--- config.mk ---
export PLATFORM = sky130hd
export DESIGN_NAME = sha256_byte_stream_hasher_unit_flat
export DESIGN_NICKNAME = d
export VERILOG_FILES = /design/src/design/sha_pkg.sv /design/src/design/sha_in_if.sv /design/src/design/sha_out_if.sv /design/src/design/sha_sched.sv /design/src/design/sha_round.sv /design/src/design/sha256_byte_stream_hasher_unit.sv /design/src/flat_wrapper.sv
export SDC_FILE = /design/constraint.sdc
export NUM_CORES = 2
export LEC_CHECK = 0
export ABC_AREA = 1
export ABC_CLOCK_PERIOD_IN_PS = 38400
export BUFFER_PORTS_ARGS = -buffer_cell sky130_fd_sc_hd__buf_2
export CAP_MARGIN = 20
export CORE_ASPECT_RATIO = 2
export CORE_MARGIN = 5
export CORE_UTILIZATION = 35
export DETAILED_ROUTE_END_ITERATION = 6
export GPL_TIMING_DRIVEN = 0
export RECOVER_POWER = 100
export REMOVE_ABC_BUFFERS = 1
export SLEW_MARGIN = 20
export SYNTH_ARGS = -nofsm -noshare
export SYNTH_HDL_FRONTEND = slang
export SYNTH_HIERARCHICAL = 1
export SYNTH_SLANG_ARGS = --single-unit
--- constraint.sdc ---
create_clock -name clk -period 38.4 [get_ports clk]
set_clock_uncertainty 0.1 [all_clocks]
set_input_delay 7.68 -clock clk [delete_from_list [all_inputs] [get_ports clk]]
set_output_delay 7.68 -clock clk [all_outputs]
set_load 0.01 [all_outputs]
--- src/design/sha_pkg.sv ---
// ----------------------------------------------------------------------------
// sha_pkg
// shared constants, round tables, sigma functions and control structs for
// the byte stream sha-256 hasher
// ----------------------------------------------------------------------------
package sha_pkg;

  localparam int unsigned BLOCK_BYTES = 64;
  localparam int unsigned ROUNDS      = 64;
  localparam logic [5:0]  LAST_BYTE   = 6'd63;
  localparam logic [5:0]  LAST_ROUND  = 6'd63;
  localparam logic [5:0]  LEN_POS     = 6'd56;
  localparam logic [7:0]  PAD_BYTE    = 8'h80;
  localparam logic [63:0] BLOCK_BITS  = 64'd512;

  localparam logic REQ_ABSORB = 1'b0;
  localparam logic REQ_FINISH = 1'b1;

  typedef struct packed {
    logic       wr;
    logic [5:0] addr;
    logic [7:0] data;
  } sched_wr_t;

  typedef struct packed {
    logic start;
    logic init;
  } comp_ctrl_t;

  typedef struct packed {
    logic busy;
    logic done;
  } comp_stat_t;

  function automatic logic [31:0] rotr(input logic [31:0] x, input int unsigned n);
    rotr = (x >> n) | (x << (32 - n));
  endfunction

  function automatic logic [31:0] big_sig0(input logic [31:0] x);
    big_sig0 = rotr(x, 2) ^ rotr(x, 13) ^ rotr(x, 22);
  endfunction

  function automatic logic [31:0] big_sig1(input logic [31:0] x);
    big_sig1 = rotr(x, 6) ^ rotr(x, 11) ^ rotr(x, 25);
  endfunction

  function automatic logic [31:0] small_sig0(input logic [31:0] x);
    small_sig0 = rotr(x, 7) ^ rotr(x, 18) ^ (x >> 3);
  endfunction

  function automatic logic [31:0] small_sig1(input logic [31:0] x);
    small_sig1 = rotr(x, 17) ^ rotr(x, 19) ^ (x >> 10);
  endfunction

  function automatic logic [31:0] init_h(input logic [2:0] i);
    unique case (i)
      3'd0: init_h = 32'h6a09e667;
      3'd1: init_h = 32'hbb67ae85;
      3'd2: init_h = 32'h3c6ef372;
      3'd3: init_h = 32'ha54ff53a;
      3'd4: init_h = 32'h510e527f;
      3'd5: init_h = 32'h9b05688c;
      3'd6: init_h = 32'h1f83d9ab;
      default: init_h = 32'h5be0cd19;
    endcase
  endfunction

  function automatic logic [31:0] round_k(input logic [5:0] i);
    unique case (i)
      6'd0:  round_k = 32'h428a2f98;
      6'd1:  round_k = 32'h71374491;
      6'd2:  round_k = 32'hb5c0fbcf;
      6'd3:  round_k = 32'he9b5dba5;
      6'd4:  round_k = 32'h3956c25b;
      6'd5:  round_k = 32'h59f111f1;
      6'd6:  round_k = 32'h923f82a4;
      6'd7:  round_k = 32'hab1c5ed5;
      6'd8:  round_k = 32'hd807aa98;
      6'd9:  round_k = 32'h12835b01;
      6'd10: round_k = 32'h243185be;
      6'd11: round_k = 32'h550c7dc3;
      6'd12: round_k = 32'h72be5d74;
      6'd13: round_k = 32'h80deb1fe;
      6'd14: round_k = 32'h9bdc06a7;
      6'd15: round_k = 32'hc19bf174;
      6'd16: round_k = 32'he49b69c1;
      6'd17: round_k = 32'hefbe4786;
      6'd18: round_k = 32'h0fc19dc6;
      6'd19: round_k = 32'h240ca1cc;
      6'd20: round_k = 32'h2de92c6f;
      6'd21: round_k = 32'h4a7484aa;
      6'd22: round_k = 32'h5cb0a9dc;
      6'd23: round_k = 32'h76f988da;
      6'd24: round_k = 32'h983e5152;
      6'd25: round_k = 32'ha831c66d;
      6'd26: round_k = 32'hb00327c8;
      6'd27: round_k = 32'hbf597fc7;
      6'd28: round_k = 32'hc6e00bf3;
      6'd29: round_k = 32'hd5a79147;
      6'd30: round_k = 32'h06ca6351;
      6'd31: round_k = 32'h14292967;
      6'd32: round_k = 32'h27b70a85;
      6'd33: round_k = 32'h2e1b2138;
      6'd34: round_k = 32'h4d2c6dfc;
      6'd35: round_k = 32'h53380d13;
      6'd36: round_k = 32'h650a7354;
      6'd37: round_k = 32'h766a0abb;
      6'd38: round_k = 32'h81c2c92e;
      6'd39: round_k = 32'h92722c85;
      6'd40: round_k = 32'ha2bfe8a1;
      6'd41: round_k = 32'ha81a664b;
      6'd42: round_k = 32'hc24b8b70;
      6'd43: round_k = 32'hc76c51a3;
      6'd44: round_k = 32'hd192e819;
      6'd45: round_k = 32'hd6990624;
      6'd46: round_k = 32'hf40e3585;
      6'd47: round_k = 32'h106aa070;
      6'd48: round_k = 32'h19a4c116;
      6'd49: round_k = 32'h1e376c08;
      6'd50: round_k = 32'h2748774c;
      6'd51: round_k = 32'h34b0bcb5;
      6'd52: round_k = 32'h391c0cb3;
      6'd53: round_k = 32'h4ed8aa4a;
      6'd54: round_k = 32'h5b9cca4f;
      6'd55: round_k = 32'h682e6ff3;
      6'd56: round_k = 32'h748f82ee;
      6'd57: round_k = 32'h78a5636f;
      6'd58: round_k = 32'h84c87814;
      6'd59: round_k = 32'h8cc70208;
      6'd60: round_k = 32'h90befffa;
      6'd61: round_k = 32'ha4506ceb;
      6'd62: round_k = 32'hbef9a3f7;
      default: round_k = 32'hc67178f2;
    endcase
  endfunction

endpackage

--- src/design/sha_in_if.sv ---
// ----------------------------------------------------------------------------
// sha_in_if
// request channel: absorb a message byte or finish the message
// ----------------------------------------------------------------------------
interface sha_in_if;
  logic       valid;
  logic       ready;
  logic       req_type;
  logic [7:0] data_byte;

  modport source (output valid, output req_type, output data_byte, input ready);
  modport sink   (input valid, input req_type, input data_byte, output ready);
endinterface

--- src/design/sha_out_if.sv ---
// ----------------------------------------------------------------------------
// sha_out_if
// digest channel: one 32-bit digest word per beat
// ----------------------------------------------------------------------------
interface sha_out_if;
  logic        valid;
  logic        ready;
  logic [31:0] digest_word;
  logic [2:0]  word_index;
  logic        last_word;

  modport source (output valid, output digest_word, output word_index, output last_word,
                  input ready);
  modport sink   (input valid, input digest_word, input word_index, input last_word,
                  output ready);
endinterface

--- src/design/sha_sched.sv ---
// ----------------------------------------------------------------------------
// sha_sched
// block buffer of sixteen words that doubles as the message schedule shift line
// ----------------------------------------------------------------------------
module sha_sched (
  input  logic                clk,
  input  sha_pkg::sched_wr_t  wr,
  input  logic                step,
  output logic [31:0]         w_cur
);

  logic [15:0][31:0] w;
  logic [31:0]       w_new;

  assign w_new = w[0] + sha_pkg::small_sig0(w[1]) + w[9] + sha_pkg::small_sig1(w[14]);
  assign w_cur = w[0];

  always_ff @(posedge clk) begin
    if (step) begin
      for (int i = 0; i < 15; i++) begin
        w[i] <= w[i + 1];
      end
      w[15] <= w_new;
    end else if (wr.wr) begin
      unique case (wr.addr[1:0])
        2'd0: w[wr.addr[5:2]][31:24] <= wr.data;
        2'd1: w[wr.addr[5:2]][23:16] <= wr.data;
        2'd2: w[wr.addr[5:2]][15:8]  <= wr.data;
        default: w[wr.addr[5:2]][7:0] <= wr.data;
      endcase
    end
  end

endmodule

--- src/design/sha_round.sv ---
// ----------------------------------------------------------------------------
// sha_round
// hash state, working variables and the shared round unit, one round a cycle
// ----------------------------------------------------------------------------
module sha_round (
  input  logic                clk,
  input  logic                rst,
  input  sha_pkg::comp_ctrl_t ctrl,
  input  logic [31:0]         w_cur,
  output sha_pkg::comp_stat_t stat,
  output logic [7:0][31:0]    hash_q
);

  logic [7:0][31:0] hash;
  logic [7:0][31:0] v;
  logic [7:0][31:0] v_next;
  logic [5:0]       cnt;
  logic             busy;
  logic             fin;
  logic [31:0]      t1;
  logic [31:0]      t2;
  logic [31:0]      ch;
  logic [31:0]      maj;

  always_comb begin
    ch  = (v[4] & v[5]) ^ (~v[4] & v[6]);
    maj = (v[0] & v[1]) ^ (v[0] & v[2]) ^ (v[1] & v[2]);
    t1  = v[7] + sha_pkg::big_sig1(v[4]) + ch + sha_pkg::round_k(cnt) + w_cur;
    t2  = sha_pkg::big_sig0(v[0]) + maj;
    v_next[7] = v[6];
    v_next[6] = v[5];
    v_next[5] = v[4];
    v_next[4] = v[3] + t1;
    v_next[3] = v[2];
    v_next[2] = v[1];
    v_next[1] = v[0];
    v_next[0] = t1 + t2;
  end

  assign stat.busy = busy;
  assign stat.done = fin;
  assign hash_q    = hash;

  always_ff @(posedge clk) begin
    if (rst) begin
      for (int i = 0; i < 8; i++) begin
        hash[i] <= sha_pkg::init_h(3'(i));
      end
      busy <= 1'b0;
      fin  <= 1'b0;
      cnt  <= 6'd0;
    end else begin
      if (ctrl.init) begin
        for (int i = 0; i < 8; i++) begin
          hash[i] <= sha_pkg::init_h(3'(i));
        end
      end else if (fin) begin
        for (int i = 0; i < 8; i++) begin
          hash[i] <= hash[i] + v[i];
        end
      end
      fin <= 1'b0;
      if (ctrl.start) begin
        v    <= hash;
        busy <= 1'b1;
        cnt  <= 6'd0;
      end else if (busy) begin
        v   <= v_next;
        cnt <= cnt + 6'd1;
        if (cnt == sha_pkg::LAST_ROUND) begin
          busy <= 1'b0;
          fin  <= 1'b1;
        end
      end
    end
  end

endmodule

--- src/design/sha256_byte_stream_hasher_unit.sv ---
// ----------------------------------------------------------------------------
// sha256_byte_stream_hasher_unit
// streaming sha-256: bytes in, eight digest words out per message
// ----------------------------------------------------------------------------
// msg carries one request per beat: req_type 0 absorbs data_byte, req_type 1
// ends the message. digest returns the hash as eight beats, word_index 0 to 7,
// most significant word first, last_word set on the eighth.
// an absorb beat writes its byte into the block; the 64th byte of a block starts the
// compression, which holds msg not ready while it runs the 64 rounds through the
// single round unit and adds the result into the hash, so no new byte is taken
// until that block is through.
// a finish beat writes the padding one byte a cycle up to the end of the
// block, compresses, and when 56 or more bytes were held repeats this for a
// second block. the digest is then copied into an output buffer, the hash
// returns to its initial value and msg is ready for the next message while
// the digest beats drain. a stalled digest channel holds the words; a second
// finish waits for the buffer to empty before its copy.
// reset (rst, synchronous) loads the initial hash, empties the block and
// drops digest valid.
// ----------------------------------------------------------------------------
module sha256_byte_stream_hasher_unit (
  input  logic         clk,
  input  logic         rst,
  sha_in_if.sink       msg,
  sha_out_if.source    digest
);

  localparam logic [2:0] ST_IDLE  = 3'd0;
  localparam logic [2:0] ST_PAD   = 3'd1;
  localparam logic [2:0] ST_COMP  = 3'd2;
  localparam logic [2:0] ST_DRAIN = 3'd3;

  logic [2:0]          state;
  logic [6:0]          fill;
  logic [63:0]         msg_bits;
  logic [63:0]         len;
  logic                padding;
  logic                len_fits;
  logic                out_busy;
  logic [2:0]          idx;
  logic [7:0][31:0]    dig;
  logic                in_acc;
  logic [7:0]          pad_byte;
  logic [31:0]         w_cur;
  logic [7:0][31:0]    hash_q;
  sha_pkg::sched_wr_t  wr;
  sha_pkg::comp_ctrl_t ctrl;
  sha_pkg::comp_stat_t stat;

  assign msg.ready = (state == ST_IDLE);
  assign in_acc    = msg.valid && msg.ready;
  assign pad_byte  = (fill[5:0] >= sha_pkg::LEN_POS && len_fits) ? len[63:56] : 8'h00;

  always_comb begin
    wr   = '0;
    ctrl = '0;
    if (state == ST_IDLE && in_acc) begin
      wr.wr   = 1'b1;
      wr.addr = fill[5:0];
      wr.data = (msg.req_type == sha_pkg::REQ_FINISH) ? sha_pkg::PAD_BYTE : msg.data_byte;
      ctrl.start = (msg.req_type == sha_pkg::REQ_ABSORB) && (fill[5:0] == sha_pkg::LAST_BYTE);
    end else if (state == ST_PAD) begin
      if (fill[6]) begin
        ctrl.start = 1'b1;
      end else begin
        wr.wr   = 1'b1;
        wr.addr = fill[5:0];
        wr.data = pad_byte;
      end
    end else if (state == ST_DRAIN && !out_busy) begin
      ctrl.init = 1'b1;
    end
  end

  sha_sched u_sched (
    .clk   (clk),
    .wr    (wr),
    .step  (stat.busy),
    .w_cur (w_cur)
  );

  sha_round u_round (
    .clk    (clk),
    .rst    (rst),
    .ctrl   (ctrl),
    .w_cur  (w_cur),
    .stat   (stat),
    .hash_q (hash_q)
  );

  always_ff @(posedge clk) begin
    if (rst) begin
      state    <= ST_IDLE;
      fill     <= 7'd0;
      msg_bits <= 64'd0;
      padding  <= 1'b0;
      len_fits <= 1'b0;
    end else begin
      unique case (state)
        ST_IDLE: begin
          if (in_acc) begin
            if (msg.req_type == sha_pkg::REQ_FINISH) begin
              len      <= msg_bits + {54'd0, fill, 3'd0};
              fill     <= fill + 7'd1;
              len_fits <= (fill[5:0] < sha_pkg::LEN_POS);
              padding  <= 1'b1;
              state    <= ST_PAD;
            end else if (ctrl.start) begin
              fill     <= 7'd0;
              msg_bits <= msg_bits + sha_pkg::BLOCK_BITS;
              padding  <= 1'b0;
              state    <= ST_COMP;
            end else begin
              fill <= fill + 7'd1;
            end
          end
        end
        ST_PAD: begin
          if (fill[6]) begin
            fill  <= 7'd0;
            state <= ST_COMP;
          end else begin
            if (fill[5:0] >= sha_pkg::LEN_POS && len_fits) begin
              len <= {len[55:0], 8'h00};
            end
            fill <= fill + 7'd1;
          end
        end
        ST_COMP: begin
          if (stat.done) begin
            if (!padding) begin
              state <= ST_IDLE;
            end else if (len_fits) begin
              state <= ST_DRAIN;
            end else begin
              len_fits <= 1'b1;
              state    <= ST_PAD;
            end
          end
        end
        ST_DRAIN: begin
          if (!out_busy) begin
            msg_bits <= 64'd0;
            fill     <= 7'd0;
            padding  <= 1'b0;
            state    <= ST_IDLE;
          end
        end
        default: state <= ST_IDLE;
      endcase
    end
  end

  // digest output buffer
  always_ff @(posedge clk) begin
    if (ctrl.init) begin
      dig <= hash_q;
    end
  end

  always_ff @(posedge clk) begin
    if (rst) begin
      out_busy <= 1'b0;
      idx      <= 3'd0;
    end else if (ctrl.init) begin
      out_busy <= 1'b1;
      idx      <= 3'd0;
    end else if (digest.valid && digest.ready) begin
      idx <= idx + 3'd1;
      if (idx == 3'd7) begin
        out_busy <= 1'b0;
      end
    end
  end

  assign digest.valid       = out_busy;
  assign digest.digest_word = dig[idx];
  assign digest.word_index  = idx;
  assign digest.last_word   = (idx == 3'd7);

`ifndef ASSERT_OFF
  a_no_beat_in_rounds: assert property (@(posedge clk) disable iff (rst)
    stat.busy |-> !msg.ready)
    else $error("request beat open while rounds run");

  a_start_when_free: assert property (@(posedge clk) disable iff (rst)
    ctrl.start |-> (!stat.busy && !stat.done))
    else $error("compression started while round unit in use");

  a_fill_range: assert property (@(posedge clk) disable iff (rst)
    fill[6] |-> (fill[5:0] == 6'd0))
    else $error("block fill beyond one block");

  a_last_beat_ends: assert property (@(posedge clk) disable iff (rst)
    (digest.valid && digest.ready && digest.last_word) |=> !digest.valid)
    else $error("digest valid after last word");

  a_init_clears: assert property (@(posedge clk) disable iff (rst)
    ctrl.init |=> (fill == 7'd0 && msg_bits == 64'd0 && digest.valid))
    else $error("message state not cleared after digest copy");
`endif

endmodule
--- src/flat_wrapper.sv ---
// flat-port wrapper written by rule: the top's interface ports become plain ports
module sha256_byte_stream_hasher_unit_flat 
  (clk, rst, msg_valid, msg_req_type, msg_data_byte, msg_ready, digest_valid, digest_digest_word, digest_word_index, digest_last_word, digest_ready);
  sha_in_if msg_i ();
  sha_out_if digest_i ();
  input  logic clk;
  input  logic rst;
  input wire logic [$bits(msg_i.valid)-1:0] msg_valid;
  input wire logic [$bits(msg_i.req_type)-1:0] msg_req_type;
  input wire logic [$bits(msg_i.data_byte)-1:0] msg_data_byte;
  output wire logic [$bits(msg_i.ready)-1:0] msg_ready;
  output wire logic [$bits(digest_i.valid)-1:0] digest_valid;
  output wire logic [$bits(digest_i.digest_word)-1:0] digest_digest_word;
  output wire logic [$bits(digest_i.word_index)-1:0] digest_word_index;
  output wire logic [$bits(digest_i.last_word)-1:0] digest_last_word;
  input wire logic [$bits(digest_i.ready)-1:0] digest_ready;
  assign msg_i.valid = msg_valid;
  assign msg_i.req_type = msg_req_type;
  assign msg_i.data_byte = msg_data_byte;
  assign msg_ready = msg_i.ready;
  assign digest_valid = digest_i.valid;
  assign digest_digest_word = digest_i.digest_word;
  assign digest_word_index = digest_i.word_index;
  assign digest_last_word = digest_i.last_word;
  assign digest_i.ready = digest_ready;
  sha256_byte_stream_hasher_unit u_core (.clk(clk), .rst(rst), .msg(msg_i), .digest(digest_i));
endmodule
==> impl_metrics.env <==
export IMPL_outcome="finished with violations"
export IMPL_violations="DRC, capacitance limit, slew limit"
export IMPL_yosys_cell_types_count=63
export IMPL_crit_arrival_ps=25710
export IMPL_r2r_slack_ps=19480
export IMPL_area_growth_pct=8.723
export IMPL_htree_levels=4
export IMPL_final_cell_mix="2735 x nand2_1, 1373 x inv_1, 1241 x nor2_1, 1224 x o21ai_0, 1123 x a21oi_1"
export IMPL_rows=276
export IMPL_avgSynthCellArea_um2=7.817
export IMPL_clk_latency_ps=900
export IMPL_critPathKind="in -> reg"
export IMPL_pin_count=51
export IMPL_worst_slew_pin_slew_ps=5482
export IMPL_cap_violations=35
export IMPL_io_buffers=50
export IMPL_finalSetupViolCount=0
export IMPL_drtAntennaViolNets=0
export IMPL_hp_class="reg -> reg"
export IMPL_grt_pass1_vias=92240
export IMPL_ys_flop_type="edfxtp_1"
export IMPL_clock_sinks=1451
export IMPL_gr_total_overflow=0
export IMPL_final_common_cell="nand2_1"
export IMPL_setup_ws_ps=13160
export IMPL_drt_iter0_drc=8056
export IMPL_final_nets=13030
export IMPL_holdBufCountCts=0
export IMPL_min_period_ps=25240
export IMPL_yosysSeqAreaShare_pct=40.17
export IMPL_layout_drive_gt1_share_pct=3.639
export IMPL_min_period_over_period_pct=65.74
export IMPL_netlist_instances=12710
export IMPL_cts_repair_resized=0
export IMPL_drc=16
export IMPL_synthArstFlopShare_pct=0
export IMPL_timing_rr_end="u_core/u_round/v[59]"
export IMPL_cts_buffers=148
export IMPL_rsz0062_at_grt="no"
export IMPL_die_h_um=763.5
export IMPL_endpoint="u_core/u_round/v[59]"
export IMPL_ys_ff_latch=1451
export IMPL_synth_warnings=6
export IMPL_post_cts_setup_buffers=0
export IMPL_synth_edf_count=1085
export IMPL_antenna_found_initial=22
export IMPL_fin_area_um2=108000
export IMPL_hold_viol_final=0
export IMPL_wl_mm=462.0
export IMPL_syn_area_um2=99350
export IMPL_slew_viol_final=1491
export IMPL_vias=93420
export IMPL_cts_tree="built"
export IMPL_start_util_pct=35.17
export IMPL_clk_path_buf_depth=4
export IMPL_clk_pin_slew_ps=70
export IMPL_die_w_um=386.7
export IMPL_hold_worst_slack_ps=343.7
export IMPL_post_dp_cell_area_um2=105300
export IMPL_critPathCaptureType="flop"
export IMPL_fp_coreArea_um2=282500
export IMPL_cp_required_ps=38870
export IMPL_fp_dieArea_um2=295300
export IMPL_worstReg2RegStart="u_core/state[1]"
export IMPL_r2r_cells=21
export IMPL_dp_slack_ps=24350
export IMPL_cp_max_fo=80
export IMPL_root_buffer="clkbuf_16"
export IMPL_start_kind="input port"
export IMPL_post_drt_wl_per_cell_um=28.34
export IMPL_dp_hpwl_mm=359.0
export IMPL_grt_max_degree=124
export IMPL_grt_use_total_pct=30.13
export IMPL_gp_congestion=1.084
export IMPL_max_slew_margin_pct=-265.4
export IMPL_fmax_ghz=0.03961
export IMPL_grt_pass1_wl_mm=649.1
export IMPL_n_fill_cell=30050
export IMPL_routed_via_density=5.731
export IMPL_firstDrtPassIters=7
export IMPL_crit_start="msg_req_type"
## cell families (layout without fill, tap and decap cells)
kind of cell    Yosys count  count (layout)  synth area share [%]
simple gates           4844            4844                 19.89
flops                  1451            1451                 40.17
compound gates         3337            3337                 19.17
fa+ha+maj               601             601                 9.022
buf+inv                2082            1904                 8.259
xor+xnor                395             395                 3.490
other cells               0              14                     0
## cells in the mapped netlist, types with 30 or more instances
| cell type | number | area share (%) |
|---|---|---|
| o21ai_1 | 139 | 0.70 |
| fa_1 | 195 | 3.9 |
| a22oi_1 | 193 | 1.5 |
| inv_1 | 1369 | 5.2 |
| nor2_1 | 1238 | 4.7 |
| o21bai_1 | 52 | 0.39 |
| inv_2 | 51 | 0.19 |
| xnor2_1 | 159 | 1.4 |
| edfxtp_1 | 1085 | 33 |
| buf_4 | 43 | 0.32 |
| clkbuf_1 | 416 | 1.6 |
| o22ai_1 | 67 | 0.42 |
| nand3_1 | 503 | 2.5 |
| xor2_1 | 235 | 2.1 |
| o211ai_1 | 305 | 2.3 |
| buf_1 | 34 | 0.13 |
| nand2_1 | 2727 | 10 |
| nand4_1 | 117 | 0.74 |
| nor2_2 | 35 | 0.22 |
| dfxtp_1 | 366 | 7.4 |
| a31oi_1 | 74 | 0.47 |
| o21ai_0 | 1130 | 5.7 |
| o21a_1 | 36 | 0.27 |
| or2_2 | 30 | 0.19 |
| nand3b_1 | 30 | 0.23 |
| nor3_1 | 97 | 0.49 |
| o221ai_1 | 82 | 0.72 |
| a21oi_1 | 1124 | 5.7 |
| ha_1 | 398 | 5.0 |
| buf_2 | 159 | 0.80 |
| a21o_1 | 67 | 0.51 |
## routing by layer
metal | global-route usage [%] | share of wire, % | vias up
met1 | 26.07 | 29 | 44690
met2 | 53.50 | 50 | 4116
li1 | - | - | 42610
met3 | 4.592 | 5.0 | 1998
met5 | 0 | 0.0074 | -
met4 | 37.98 | 16 | 6
## registers in the layout (all words and copies together), names as in the netlist, named ones only
| signal | flops |
|---|---|
| u_core/u_round/busy | 1 |
| u_core/state | 2 |
| u_core/u_round/fin | 1 |
| u_core/digest.word_index | 3 |
| u_core/digest.valid | 1 |
| u_core/fill | 7 |
| u_core/padding | 1 |
| u_core/dig | 256 |
| u_core/u_sched/w_cur | 32 |
| u_core/u_round/cnt | 6 |
| u_core/len_fits | 1 |
| u_core/u_round/hash_q | 256 |
| u_core/u_sched/w | 480 |
| u_core/u_round/v | 256 |
| u_core/msg_bits | 55 |
| u_core/len | 61 |
## worst min-delay path by stage
| stage | end | start | depth (start not counted) | slack [ps] |
|---|---|---|---|---|
| after floorplan | u_core/dig[102] | u_core/u_round/hash_q[102] | 0 | 340 |
| after global placement | u_core/dig[166] | u_core/u_round/hash_q[166] | 0 | 350 |
| after detailed placement | u_core/dig[181] | u_core/u_round/hash_q[181] | 0 | 350 |
| after CTS | u_core/dig[160] | u_core/u_round/hash_q[160] | 0 | 340 |
| after global routing | u_core/dig[160] | u_core/u_round/hash_q[160] | 0 | 360 |
| final | u_core/dig[160] | u_core/u_round/hash_q[160] | 0 | 340 |
## layout make-up
| class | count | area [um2] | area share (%) |
|---|---|---|---|
| multi-input cells | 9177 | 51290 | 47.49 |
| flip-flops and latches | 1451 | 39920 | 36.95 |
| inverters | 1426 | 5384 | 4.984 |
| well taps | 3753 | 4696 | 4.347 |
| clock buffers | 190 | 4113 | 3.807 |
| repair buffers | 217 | 1922 | 1.779 |
| clock inverters | 71 | 658.1 | 0.6093 |
| diodes | 14 | 35.03 | 0.03243 |
## per-stage QoR
stage,utilization [%],cells,TNS (ps)
2_1_floorplan,-,12050,-529800
3_3_place_gp,35.91,15860,-
3_5_place_dp,37.29,16020,0
4_1_cts,38.98,16280,0
5_1_grt,38.23,16290,0
6_report,38.24,16300,0
## worst max-delay path, stage by stage
cell and delay, ps:
clkbuf_1 120, inv_1 140, nand3_1 120, inv_1 320, nand2_1 120, o21ai_0 150, clkbuf_1 880, clkbuf_1 930
clkbuf_1 770, clkbuf_1 870, clkbuf_1 970, clkinvlp_2 2400, clkbuf_1 2000, clkbuf_1 1930, a21oi_1 1230, clkbuf_1 740
clkbuf_1 790, clkbuf_1 840, clkbuf_1 870, clkbuf_1 970, buf_8 250, buf_16 180
Power is not shown: default switching activity piles up to over one toggle a cycle in this logic, so the estimate is an artifact.
